$ cat src/rtl/blp_pkg.sv
// Shared types and constants for the LED blink pattern player.
package blp_pkg;

    localparam int MAX_STEPS  = 8;
    localparam int TIME_BITS  = 32;
    localparam int STEP_SLOTS = 8;
    localparam int IDX_W      = 3;
    localparam int SCNT_W     = 4;
    localparam int PASS_W     = 9;
    localparam int REP_W      = 8;
    localparam int TOT_W      = TIME_BITS + 3;
    localparam int ALU_W      = TIME_BITS + 4;
    localparam int PKW        = TIME_BITS + PASS_W;
    localparam int DIVC_W     = $clog2(TIME_BITS + 1);
    localparam int CFG_W      = 64;
    localparam int CFG_IDX_W  = 3;
    localparam int IN_DATA_W  = 40;
    localparam int OUT_DATA_W = 8;

    localparam logic [SCNT_W-1:0] STEP_LIM =
        SCNT_W'((MAX_STEPS < STEP_SLOTS) ? MAX_STEPS : STEP_SLOTS);

    localparam logic [CFG_IDX_W-1:0] REG_PAIR0  = 3'd0;
    localparam logic [CFG_IDX_W-1:0] REG_PAIR1  = 3'd1;
    localparam logic [CFG_IDX_W-1:0] REG_PAIR2  = 3'd2;
    localparam logic [CFG_IDX_W-1:0] REG_PAIR3  = 3'd3;
    localparam logic [CFG_IDX_W-1:0] REG_STEPS  = 3'd4;
    localparam logic [CFG_IDX_W-1:0] REG_REPEAT = 3'd5;

    localparam logic [PASS_W-1:0] PASS_IDLE = PASS_W'(1);

    typedef enum logic [1:0] {
        ACT_TICK    = 2'd0,
        ACT_RESTART = 2'd1,
        ACT_JUMP    = 2'd2,
        ACT_NONE    = 2'd3
    } t_action;

    typedef enum logic [3:0] {
        ST_IDLE,
        ST_DELTA,
        ST_WALK1,
        ST_WRAP,
        ST_SUM,
        ST_DIV,
        ST_KCHK,
        ST_WALK2,
        ST_BASE,
        ST_RESULT
    } t_state;

    typedef logic [TIME_BITS-1:0] t_dur_arr [STEP_SLOTS];

    typedef struct packed {
        logic             sub;
        logic [ALU_W-1:0] a;
        logic [ALU_W-1:0] b;
    } t_alu_req;

    typedef struct packed {
        logic             borrow;
        logic [ALU_W-1:0] res;
    } t_alu_rsp;

    typedef struct packed {
        logic completed;
        logic active;
        logic led_on;
    } t_result;

endpackage

$ cat src/rtl/blp_alu.sv
// Shared add/subtract unit used by the sequencer for elapsed time, step walks, the pattern sum, division and base.
module blp_alu
    import blp_pkg::*;
(
    input  t_alu_req i_req,
    output t_alu_rsp o_rsp
);

    logic [ALU_W:0] w_sum;

    assign w_sum = {1'b0, i_req.a}
                 + {1'b0, (i_req.sub ? ~i_req.b : i_req.b)}
                 + {{ALU_W{1'b0}}, i_req.sub};

    assign o_rsp.res    = w_sum[ALU_W-1:0];
    assign o_rsp.borrow = i_req.sub & ~w_sum[ALU_W];

endmodule

$ cat src/rtl/blp_seq.sv
// Sequencer and player state: walks steps, sums the pattern and divides out whole passes.
module blp_seq
    import blp_pkg::*;
(
    input  logic                 i_clk,
    input  logic                 i_rst_n,
    input  logic                 i_in_valid,
    output logic                 o_in_ready,
    input  t_action              i_action,
    input  logic [TIME_BITS-1:0] i_now,
    input  logic [IDX_W-1:0]     i_new_index,
    input  t_dur_arr             i_dur,
    input  logic [SCNT_W-1:0]    i_cnt,
    input  logic [REP_W-1:0]     i_repeat,
    input  logic                 i_out_free,
    output logic                 o_res_load,
    output t_result              o_res,
    output t_alu_req             o_alu_req,
    input  t_alu_rsp             i_alu_rsp
);

    t_state                r_state, n_state;
    logic [TIME_BITS-1:0]  r_now, n_now;
    logic [TIME_BITS-1:0]  r_base, n_base;
    logic [TIME_BITS-1:0]  r_delta, n_delta;
    logic [IDX_W-1:0]      r_idx, n_idx;
    logic [PASS_W-1:0]     r_passes, n_passes;
    logic                  r_led, n_led;
    logic                  r_adv, n_adv;
    logic                  r_done, n_done;
    logic [TOT_W-1:0]      r_total, n_total;
    logic [ALU_W-1:0]      r_rem, n_rem;
    logic [TIME_BITS-1:0]  r_quo, n_quo;
    logic [DIVC_W-1:0]     r_cnt, n_cnt;

    logic [SCNT_W-1:0]     w_idx_nxt;
    logic [SCNT_W-1:0]     w_k_nxt;
    logic [ALU_W-1:0]      w_shift;
    logic [PASS_W-1:0]     w_pass_dec;
    logic [PKW-1:0]        w_k_wide;
    logic [PKW-1:0]        w_pm1_wide;
    logic [PKW-1:0]        w_pass_sub;
    logic [SCNT_W-1:0]     w_cnt_m1;

    assign w_idx_nxt  = SCNT_W'(r_idx) + SCNT_W'(1);
    assign w_k_nxt    = SCNT_W'(r_cnt[IDX_W-1:0]) + SCNT_W'(1);
    assign w_shift    = {r_rem[ALU_W-2:0], r_quo[TIME_BITS-1]};
    assign w_pass_dec = (r_passes > PASS_IDLE) ? r_passes - PASS_W'(1) : r_passes;
    assign w_k_wide   = PKW'(r_quo);
    assign w_pm1_wide = PKW'(r_passes) - PKW'(1);
    assign w_pass_sub = PKW'(r_passes) - w_k_wide;
    assign w_cnt_m1   = i_cnt - SCNT_W'(1);

    assign o_in_ready = (r_state == ST_IDLE);

    always_ff @(posedge i_clk) begin
        if (!i_rst_n) begin
            r_state  <= ST_IDLE;
            r_base   <= '0;
            r_idx    <= '0;
            r_passes <= PASS_IDLE;
            r_led    <= 1'b0;
            r_done   <= 1'b0;
            r_adv    <= 1'b0;
        end else begin
            r_state  <= n_state;
            r_base   <= n_base;
            r_idx    <= n_idx;
            r_passes <= n_passes;
            r_led    <= n_led;
            r_done   <= n_done;
            r_adv    <= n_adv;
        end
    end

    always_ff @(posedge i_clk) begin
        r_now   <= n_now;
        r_delta <= n_delta;
        r_total <= n_total;
        r_rem   <= n_rem;
        r_quo   <= n_quo;
        r_cnt   <= n_cnt;
    end

    always_comb begin
        n_state    = r_state;
        n_now      = r_now;
        n_base     = r_base;
        n_delta    = r_delta;
        n_idx      = r_idx;
        n_passes   = r_passes;
        n_led      = r_led;
        n_adv      = r_adv;
        n_done     = r_done;
        n_total    = r_total;
        n_rem      = r_rem;
        n_quo      = r_quo;
        n_cnt      = r_cnt;
        o_alu_req  = '{sub: 1'b1, a: ALU_W'(r_delta), b: ALU_W'(i_dur[r_idx])};
        o_res_load = 1'b0;
        o_res      = '{completed: r_done, active: (r_passes != PASS_IDLE), led_on: r_led};

        case (r_state)
            ST_IDLE: begin
                if (i_in_valid) begin
                    n_now  = i_now;
                    n_done = 1'b0;
                    n_adv  = 1'b0;
                    n_state = ST_RESULT;
                    case (i_action)
                        ACT_TICK: begin
                            if (r_passes != PASS_IDLE) begin
                                if (SCNT_W'(r_idx) >= i_cnt) begin
                                    n_idx = w_cnt_m1[IDX_W-1:0];
                                end
                                n_state = ST_DELTA;
                            end
                        end
                        ACT_RESTART: begin
                            n_base   = i_now;
                            n_passes = (i_repeat != '0) ? PASS_W'(i_repeat) + PASS_W'(1)
                                                        : '0;
                            n_idx    = '0;
                            n_led    = 1'b1;
                        end
                        ACT_JUMP: begin
                            n_idx = (SCNT_W'(i_new_index) >= i_cnt) ? w_cnt_m1[IDX_W-1:0]
                                                                     : i_new_index;
                            n_led = ~n_idx[0];
                        end
                        default: begin
                        end
                    endcase
                end
            end
            ST_DELTA: begin
                o_alu_req = '{sub: 1'b1, a: ALU_W'(r_now), b: ALU_W'(r_base)};
                n_delta   = i_alu_rsp.res[TIME_BITS-1:0];
                n_state   = ST_WALK1;
            end
            ST_WALK1: begin
                // consume whole steps while the elapsed time covers them
                if (!i_alu_rsp.borrow) begin
                    n_delta = i_alu_rsp.res[TIME_BITS-1:0];
                    n_adv   = 1'b1;
                    if (w_idx_nxt >= i_cnt) begin
                        n_idx   = '0;
                        n_state = ST_WRAP;
                    end else begin
                        n_idx = w_idx_nxt[IDX_W-1:0];
                    end
                end else begin
                    n_state = r_adv ? ST_BASE : ST_RESULT;
                end
            end
            ST_WRAP: begin
                if (w_pass_dec == PASS_IDLE) begin
                    n_passes = PASS_IDLE;
                    n_idx    = '0;
                    n_led    = 1'b0;
                    n_done   = 1'b1;
                    n_state  = ST_RESULT;
                end else begin
                    n_passes = w_pass_dec;
                    n_total  = '0;
                    n_cnt    = '0;
                    n_state  = ST_SUM;
                end
            end
            ST_SUM: begin
                o_alu_req = '{sub: 1'b0, a: ALU_W'(r_total),
                              b: ALU_W'(i_dur[r_cnt[IDX_W-1:0]])};
                n_total   = i_alu_rsp.res[TOT_W-1:0];
                n_cnt     = r_cnt + DIVC_W'(1);
                if (w_k_nxt >= i_cnt) begin
                    n_rem   = '0;
                    n_quo   = r_delta;
                    n_cnt   = '0;
                    n_state = ST_DIV;
                end
            end
            ST_DIV: begin
                // restoring division, one quotient bit per cycle
                o_alu_req = '{sub: 1'b1, a: w_shift, b: ALU_W'(r_total)};
                n_rem     = i_alu_rsp.borrow ? w_shift : i_alu_rsp.res;
                n_quo     = {r_quo[TIME_BITS-2:0], ~i_alu_rsp.borrow};
                n_cnt     = r_cnt + DIVC_W'(1);
                if (r_cnt == DIVC_W'(TIME_BITS - 1)) begin
                    n_state = ST_KCHK;
                end
            end
            ST_KCHK: begin
                n_idx = '0;
                if (r_passes != '0 && w_k_wide >= w_pm1_wide) begin
                    n_passes = PASS_IDLE;
                    n_led    = 1'b0;
                    n_done   = 1'b1;
                    n_state  = ST_RESULT;
                end else begin
                    if (r_passes != '0) begin
                        n_passes = w_pass_sub[PASS_W-1:0];
                    end
                    n_delta = r_rem[TIME_BITS-1:0];
                    n_state = ST_WALK2;
                end
            end
            ST_WALK2: begin
                if (!i_alu_rsp.borrow) begin
                    n_delta = i_alu_rsp.res[TIME_BITS-1:0];
                    n_idx   = w_idx_nxt[IDX_W-1:0];
                    if (w_idx_nxt >= i_cnt) begin
                        n_state = ST_BASE;
                    end
                end else begin
                    n_state = ST_BASE;
                end
            end
            ST_BASE: begin
                // keep leftover time by moving the base back from now
                o_alu_req = '{sub: 1'b1, a: ALU_W'(r_now), b: ALU_W'(r_delta)};
                n_base    = i_alu_rsp.res[TIME_BITS-1:0];
                n_led     = ~r_idx[0];
                n_state   = ST_RESULT;
            end
            ST_RESULT: begin
                if (i_out_free) begin
                    o_res_load = 1'b1;
                    n_state    = ST_IDLE;
                end
            end
            default: begin
                n_state = ST_IDLE;
            end
        endcase
    end

endmodule

$ cat src/rtl/led_blink_pattern_player.sv
// Top level: configuration registers, sequencer, shared unit and output register.
//
//  Channel   Dir  Payload (low bit first)                     Accepted when
//  s_axis    in   tdata: now_time[31:0], new_index[34:32]     s_axis_tvalid & s_axis_tready
//                 tuser: action[1:0]
//  m_axis    out  tdata: led_on[0], active[1], completed[2]   m_axis_tvalid & m_axis_tready
//  cfg       in   i_cfg_idx selects register, i_cfg_data      i_cfg_we
//
// Restart, jump and no-op beats go straight to the result; so does a tick on an inactive player.
// A tick first forms the elapsed time, then walks the steps it covers within the pass.
// A wrap adds the pattern sum over the steps in use and a restoring division of the
// leftover time by that sum, all on the one shared adder.
// The input is not ready while a beat is being worked; the output register holds a
// result until taken, and a new beat is accepted meanwhile.
// Reset is synchronous; it leaves the player inactive with the LED off.
module led_blink_pattern_player
    import blp_pkg::*;
(
    input  logic                  i_clk,
    input  logic                  i_rst_n,
    input  logic                  s_axis_tvalid,
    output logic                  s_axis_tready,
    input  logic [IN_DATA_W-1:0]  s_axis_tdata,   // now_time, new_index
    input  logic [1:0]            s_axis_tuser,   // action
    output logic                  m_axis_tvalid,
    input  logic                  m_axis_tready,
    output logic [OUT_DATA_W-1:0] m_axis_tdata,   // led_on, active, completed
    input  logic                  i_cfg_we,
    input  logic [CFG_IDX_W-1:0]  i_cfg_idx,
    input  logic [CFG_W-1:0]      i_cfg_data
);

    logic [CFG_W-1:0]  r_pair [STEP_SLOTS/2];
    logic [SCNT_W-1:0] r_step_count;
    logic [REP_W-1:0]  r_repeat;
    logic              r_out_valid;
    t_result           r_out;

    t_dur_arr          w_dur;
    logic [SCNT_W-1:0] w_cnt;
    logic              w_out_free;
    logic              w_res_load;
    t_result           w_res;
    t_alu_req          w_alu_req;
    t_alu_rsp          w_alu_rsp;

    always_ff @(posedge i_clk) begin
        if (!i_rst_n) begin
            for (int j = 0; j < STEP_SLOTS/2; j++) begin
                r_pair[j] <= '0;
            end
            r_step_count <= SCNT_W'(2);
            r_repeat     <= '0;
        end else if (i_cfg_we) begin
            case (i_cfg_idx)
                REG_PAIR0:  r_pair[0]    <= i_cfg_data;
                REG_PAIR1:  r_pair[1]    <= i_cfg_data;
                REG_PAIR2:  r_pair[2]    <= i_cfg_data;
                REG_PAIR3:  r_pair[3]    <= i_cfg_data;
                REG_STEPS:  r_step_count <= i_cfg_data[SCNT_W-1:0];
                REG_REPEAT: r_repeat     <= i_cfg_data[REP_W-1:0];
                default: begin
                end
            endcase
        end
    end

    // durations cut to time width; a zero duration counts as one
    always_comb begin
        for (int j = 0; j < STEP_SLOTS; j++) begin
            w_dur[j] = (j % 2 == 1) ? r_pair[j/2][32 +: TIME_BITS]
                                    : r_pair[j/2][0 +: TIME_BITS];
            if (w_dur[j] == '0) begin
                w_dur[j] = TIME_BITS'(1);
            end
        end
    end

    assign w_cnt = (r_step_count == '0)      ? SCNT_W'(1) :
                   (r_step_count > STEP_LIM) ? STEP_LIM   : r_step_count;

    assign w_out_free = ~r_out_valid | m_axis_tready;

    blp_seq u_seq (
        .i_clk       (i_clk),
        .i_rst_n     (i_rst_n),
        .i_in_valid  (s_axis_tvalid),
        .o_in_ready  (s_axis_tready),
        .i_action    (t_action'(s_axis_tuser)),
        .i_now       (s_axis_tdata[TIME_BITS-1:0]),
        .i_new_index (s_axis_tdata[32 +: IDX_W]),
        .i_dur       (w_dur),
        .i_cnt       (w_cnt),
        .i_repeat    (r_repeat),
        .i_out_free  (w_out_free),
        .o_res_load  (w_res_load),
        .o_res       (w_res),
        .o_alu_req   (w_alu_req),
        .i_alu_rsp   (w_alu_rsp)
    );

    blp_alu u_alu (
        .i_req (w_alu_req),
        .o_rsp (w_alu_rsp)
    );

    always_ff @(posedge i_clk) begin
        if (!i_rst_n) begin
            r_out_valid <= 1'b0;
        end else if (w_res_load) begin
            r_out_valid <= 1'b1;
        end else if (m_axis_tready) begin
            r_out_valid <= 1'b0;
        end
    end

    always_ff @(posedge i_clk) begin
        if (w_res_load) begin
            r_out <= w_res;
        end
    end

    assign m_axis_tvalid = r_out_valid;
    assign m_axis_tdata  = {{(OUT_DATA_W-3){1'b0}}, r_out.completed, r_out.active,
                            r_out.led_on};

endmodule

$ cat config.mk
export PLATFORM = sky130hd
export DESIGN_NAME = led_blink_pattern_player
export DESIGN_NICKNAME = d
export VERILOG_FILES = /design/src/rtl/blp_pkg.sv /design/src/rtl/blp_alu.sv /design/src/rtl/blp_seq.sv /design/src/rtl/led_blink_pattern_player.sv
export SDC_FILE = /design/constraint.sdc
export NUM_CORES = 1
export LEC_CHECK = 0
export ABC_AREA = 1
export BUFFER_PORTS_ARGS = -buffer_cell sky130_fd_sc_hd__buf_2
export CAP_MARGIN = 10
export CORE_AREA = 2 2 349 351
export CTS_BUF_LIST = sky130_fd_sc_hd__clkbuf_4 sky130_fd_sc_hd__clkbuf_8 sky130_fd_sc_hd__clkbuf_16
export CTS_CLUSTER_DIAMETER = 60
export DETAILED_ROUTE_END_ITERATION = 10
export DIE_AREA = 0 0 351 353
export PLACE_DENSITY = 0.44
export REMOVE_ABC_BUFFERS = 1
export SLEW_MARGIN = 20
export SYNTH_ARGS = -nofsm -noshare
export SYNTH_HDL_FRONTEND = slang
export SYNTH_SLANG_ARGS = --single-unit
$ cat constraint.sdc
create_clock -name i_clk -period 6.4 [get_ports i_clk]
set_clock_uncertainty 0.1 [all_clocks]
set_input_delay 0.64 -clock i_clk [delete_from_list [all_inputs] [get_ports i_clk]]
set_output_delay 0.64 -clock i_clk [all_outputs]
set_load 0.005 [all_outputs]
Word level (Yosys, flattened, before mapping) --
Memory sizes are Yosys's and may differ from the RTL's. Cells that the tools add are included.
Storage, ports and cells: flip-flop bits (word level) 239, logic and storage cells 233, bits in writable memories 256, memories kept 1
Memory list:
- r_pair | words 4, bits a word 64, rd ports 4, clocked after Yosys merged registers in 0, wr ports 4, line led_blink_pattern_player.sv:33 | logic [CFG_W-1:0] r_pair [STEP_SLOTS/2];
Operators by class: equality and inequality tests 38, bitwise logic cells 14, add/subtract/negate cells 10, mux-type cells 102, order comparisons 9, reduce and logical (&&, ||, !) cells 40
Operators with widths (count):
- $mux W32 | 17
- $pmux W73 S4 | 1
- $logic_not A32 Y1 | 8
- $mux W64 | 4
- $bmux W32 S3 | 2
- $pmux W35 S2 | 2
- $pmux W32 S2 | 2
- $mux W35 | 3
- $pmux W32 S3 | 1
- $mux W9 | 7
- $mux W4 | 14
- $ge A32 B41 Y1 | 1
- $pmux W4 S10 | 1
- $add A36 B36 Y37 | 1
- $add A37 B1 Y37 | 1
- $mux W36 | 1
- $not A36 Y36 | 1
- $mux W1 | 29
- $pmux W9 S3 | 1
- $mux W3 | 8
- $pmux W6 S3 | 1
- $eq A4 B3 Y1 const B | 4
- $pmux W3 S5 | 1
- $mux W6 | 2
- other kinds (54) | 100

Logic depth before layout (Yosys ltp) --
An unclocked memory read counts as a cell.
depth after elaboration 15, depth in mapped cells 37

By module --
From an unflattened synthesis, not the netlist that was laid out.
Second synthesis, totals: cell total of the unflattened synthesis 4172, area, all modules 31835.5 um^2
Modules (own cells, without submodules):
- blp_seq | area each 17264.1 um^2, instances 1, cells an instance 2401, seq. area each 6185.9 um^2
- led_blink_pattern_player | area each 11613.6 um^2, instances 1, cells an instance 1195, seq. area each 8037.7 um^2
- blp_alu | area each 2957.8 um^2, instances 1, cells an instance 576, seq. area each 0.0 um^2

Worst setup path after synthesis --
Ideal clock, no wire load.
kind register to register, start reg u_seq.r_cnt[0], end reg u_seq.r_quo[0], enable pin, library setup time 584 ps, period minus slack after synthesis 6960 ps, required time 5716 ps, setup slack -560 ps, cell stages (with the launch flop) 8, data arrival time 6275 ps, buffers on the path 2, cell sequence edfxtp_1 inv_1 clkbuf_1 clkbuf_1 nor2_1 ha_1 a21oi_1 o21ai_0
On the way: word-level cells in the longest chain between the ends 4
RTL lines:
- from (decl) | line blp_seq.sv:34 | logic [DIVC_W-1:0] r_cnt, n_cnt;
- from (signal assigned) | line blp_seq.sv:82 | r_cnt <= n_cnt;
- $add A3 B1 Y4 | line blp_seq.sv:46 | assign w_k_nxt = SCNT_W'(r_cnt[IDX_W-1:0]) + SCNT_W'(1);
- $ge A4 B4 Y1 | line blp_seq.sv:175 | if (w_k_nxt >= i_cnt) begin
- $ne A2 B1 Y1 (no source line)
- $reduce_and A2 Y1 (no source line)
- to (signal assigned) | line blp_seq.sv:81 | r_quo <= n_quo;
- to (decl) | line blp_seq.sv:33 | logic [TIME_BITS-1:0] r_quo, n_quo;
No other way between the ends. A chain may end at the register's enable or synchronous reset.

Worst setup path after layout --
start reg u_seq.r_state[0], end reg u_seq.r_rem[21] (data pin)
On the way: word-level cells in the longest chain between the ends 10
RTL lines:
- from (decl) | line blp_seq.sv:22 | t_state r_state, n_state;
- from (signal assigned) | line blp_seq.sv:66 | r_state <= n_state;
- $eq A4 B4 Y1 (tied with other cells) | line blp_seq.sv:103 | case (r_state)
- $pmux W73 S4 | line blp_seq.sv:103
- $not A36 Y36 | line blp_alu.sv:12 | + {1'b0, (i_req.sub ? ~i_req.b : i_req.b)}
- $mux W36 | line blp_alu.sv:12
- $add A36 B36 Y37 | line blp_alu.sv:12
- $add A37 B1 Y37 | line blp_alu.sv:13 | + {{ALU_W{1'b0}}, i_req.sub};
- $not A1 Y1 | line blp_alu.sv:16 | assign o_rsp.borrow = i_req.sub & ~w_sum[ALU_W];
- $and A1 B1 Y1 | line blp_alu.sv:16
- $mux W35 | line blp_seq.sv:185 | n_rem = i_alu_rsp.borrow ? w_shift : i_alu_rsp.res;
- $pmux W35 S2 * | line blp_seq.sv:103
- to (signal assigned) | line blp_seq.sv:80 | r_rem <= n_rem;
- to (decl) | line blp_seq.sv:32 | logic [ALU_W-1:0] r_rem, n_rem;
Mark *: on every way between the ends. The rest lies on a longest branch, timed or not.

==> metrics.txt <==
TritonCTS clock tree yes; Period minus WS final 5.63 ns; final WL 116000 microns; CP max-delay cell a32oi_1; Clock transition at path regs 0.06 ns; I/O pins 124; placed cells 5281; worst skew pair latency 0.66 ns; Max IR drop VDD 0.446 mV; EDFF count, synth 431; final setup margin 0.774 ns; GRT Total Usage 18.4%; commonest non-fill, non-tap cell in the layout nor2_1; vias 26425; Synth Instances 3681; Seq cells post-synth 495; Fmax 178 MHz; most repeated library cell on the critical path nand2_1; ys flop type edfxtp_1; H-tree depth 2; Worst Tran Pin Value 1.19 ns; Die Width 351 microns; largest cells by area after synthesis edfxtp_1, nor2_1, nand2_1; Reg power frac 24.7%; die height 353 microns; net switching power 0.00953 W; hold depth 1; Hold-fix buffers, CTS 0; DIE AREA 124000 sq um; number of distinct library cells after synthesis 68; R2R cell count 29; setup_tns 0 ns; DP Wirelength 80400 microns; core area 121000 sq um; DR WL/cell 21.6 microns; clk buf depth 3; most frequent cells in the layout nor2_1, nand2_1, edfxtp_1, inv_1, o21ai_0; Sw Share 49.7%; Finished Layout Cells 5387; Num Clock Sinks 495; Core Rows 128; Post-DP Area 32300 sq um; synthesized area 29800 sq um; layout cell share with drive strength beyond 1 9.44%; Nets 3931; worst r2r src u_seq.r_state[0]$_SDFFE_PN0P_; PD cells 559 nW/um^2; Worst Setup Path Type reg -> reg; initial drt markers 2353; first-pass GRT wire length 172000 microns; Avg Inst Size Synth 8.09 sq um; grt total ovfl 0; CP Data Arrival Time 5.92 ns; CP Max Fanout 23; CTS buffer count 58; sequential share of the synthesized area 47.8%; share of synthesized registers carrying an async set or reset 0%; Area Overhead vs Synth 15.1%; FF-to-FF setup slack 0.77 ns; RePlAce Congestion 0.858; Worst setup EP type flop; clock group share of total power 18.2%; TritonRoute pass-1 iters 5; Worst EP required 6.70 ns; ANT nets after route 0; # fillers 13010; final core occ 28.4%; Syn. warnings 0; worst min-delay path category in -> reg; peak per-stage delay on the critical path 0.47 ns; Final Setup Violations 0; Pint 0.00965 W; Worst setup SP type flop; fin. max-slew vios 0; unrepaired setup endpoints after global routing false; largest net degree at the start of global routing 143; hold endpoint u_seq.r_now[0]$_DFFE_PP_; post-place setup slack 0.841 ns; via/cell ratio 4.91; Root Buffer clkbuf_16; max cap viols 0; hold_sp s_axis_tdata[0]; Yosys top cell area share 43.5%; Resized cells post-CTS 0; Final Cell Area 34300 sq um; P_leak 13.6 nW; postcts setup bufs 0; Initial Utilization 24.7%; fin crit share 87.9%; PortBufs 113; outcome complete, no violations; vias in the first global route 25664; Worst R2R End u_seq.r_rem[21]$_SDFFCE_PN0P_; Logic pwr share 57.1%; Slew headroom 19.6%; final hold violation count 0; Post-route DRC 0; Yosys top cell by area edfxtp_1; initial antenna violation count 7
-- power by group through the flow --
stage          Sequential [W]  Clock, W  Combinational, W
6_report              0.00474   0.00349            0.0110
5_1_grt               0.00480   0.00368            0.0121
4_1_cts               0.00473   0.00356            0.0109
3_5_place_dp          0.00479         0            0.0109
3_3_place_gp          0.00479         0            0.0108
2_1_floorplan         0.00477         0           0.00686
-- synthesized netlist by cell type, drive strengths merged, types with 8 or more instances --
master and number:
nand3 113, a21oi 240, buf 39, o21ai 334
o22ai 11, a22o 8, o21a 10, xnor2 18
xor2 30, edfxtp 431, o2111ai 9, and2 10
a32oi 8, o221ai 28, nand2 701, o211ai 31
clkbuf 166, a41oi 33, nor3 22, a211oi 23
nor2 719, a22oi 22, a31oi 16, dfxtp 64
inv 350, a221oi 28, nand4 46, ha 99
or2 12
-- cell type report --
class | instances | area [sq um] | share of cell area (%)
clock inverter | 28 | 287 | 0.835
sequential | 495 | 14200 | 41.5
multi-input combinational | 2634 | 13500 | 39.5
clock buffer | 77 | 1690 | 4.93
tap | 1625 | 2030 | 5.93
antenna | 1 | 2.50 | 0.00730
inverter | 351 | 1320 | 3.85
timing repair buffer | 176 | 1200 | 3.50
-- sequential cells by signal, indices dropped and copies added, names as in the netlist --
signal	count
u_seq.r_passes	9
u_seq.r_now	32
r_step_count	4
u_seq.r_adv	1
u_seq.r_idx	3
u_seq.r_cnt	6
m_axis_tdata	3
u_seq.r_quo	32
u_seq.r_rem	35
r_pair	256
m_axis_tvalid	1
u_seq.r_delta	32
u_seq.r_base	32
r_repeat	8
u_seq.r_led	1
u_seq.r_state	4
u_seq.r_done	1
u_seq.r_total	35
-- metrics by stage --
step	total power (W)	hold WS (ns)
floorplan	0.0116	0.303
global placement	0.0156	0.344
detailed placement	0.0157	0.335
CTS	0.0192	0.0257
global route	0.0206	0.0424
finish	0.0192	0.0675
-- worst max-delay path by stage --
| stage | from | slack (ns) | endpoint |
|---|---|---|---|
| 2_1_floorplan | u_seq.r_idx[0]$_SDFFE_PN0P_ | -3.44 | u_seq.r_delta[0]$_DFFE_PP_ |
| 3_3_place_gp | u_seq.r_state[0]$_SDFFE_PN0P_ | 0.87 | u_seq.r_delta[30]$_DFFE_PP_ |
| 3_5_place_dp | u_seq.r_state[1]$_SDFFE_PN0P_ | 0.84 | u_seq.r_delta[29]$_DFFE_PP_ |
| 4_1_cts | u_seq.r_state[1]$_SDFFE_PN0P_ | 0.79 | u_seq.r_delta[28]$_DFFE_PP_ |
| 5_1_grt | u_seq.r_state[0]$_SDFFE_PN0P_ | 0.20 | u_seq.r_rem[21]$_SDFFCE_PN0P_ |
| 6_report | u_seq.r_state[0]$_SDFFE_PN0P_ | 0.77 | u_seq.r_rem[21]$_SDFFCE_PN0P_ |
-- critical path, delay by kind of cell, from the launching register on --
family	cells	cell delay (ns)
AOI/OAI and AO/OA	9	1.87
adders and majority gates	1	0.36
buffers and inverters	6	0.83
DFF	1	0.34
and+or+nand+nor	13	1.80
-- cell families after synthesis --
group                      count (synthesis)  share of synthesized area, %
AOI/OAI and AO/OA                        840                          17.0
xor gates and xnor gates                  48                          1.41
adders and majority gates                101                          4.29
buffers and inverters                    556                          7.15
DFF                                      495                          47.8
other                                      1                        0.0126
and+or+nand+nor                         1640                          22.4
-- metal layers --
metal / share of wire [%] / vias to the layer above / GRT usage (%)
met5: 0.035 / - / 0
met4: 2.9 / 6 / 5.57
met3: 5.6 / 168 / 2.29
li1: - / 12677 / -
met2: 46 / 838 / 30.1
met1: 45 / 12736 / 25.3
Power figures use the tool's default switching activity.
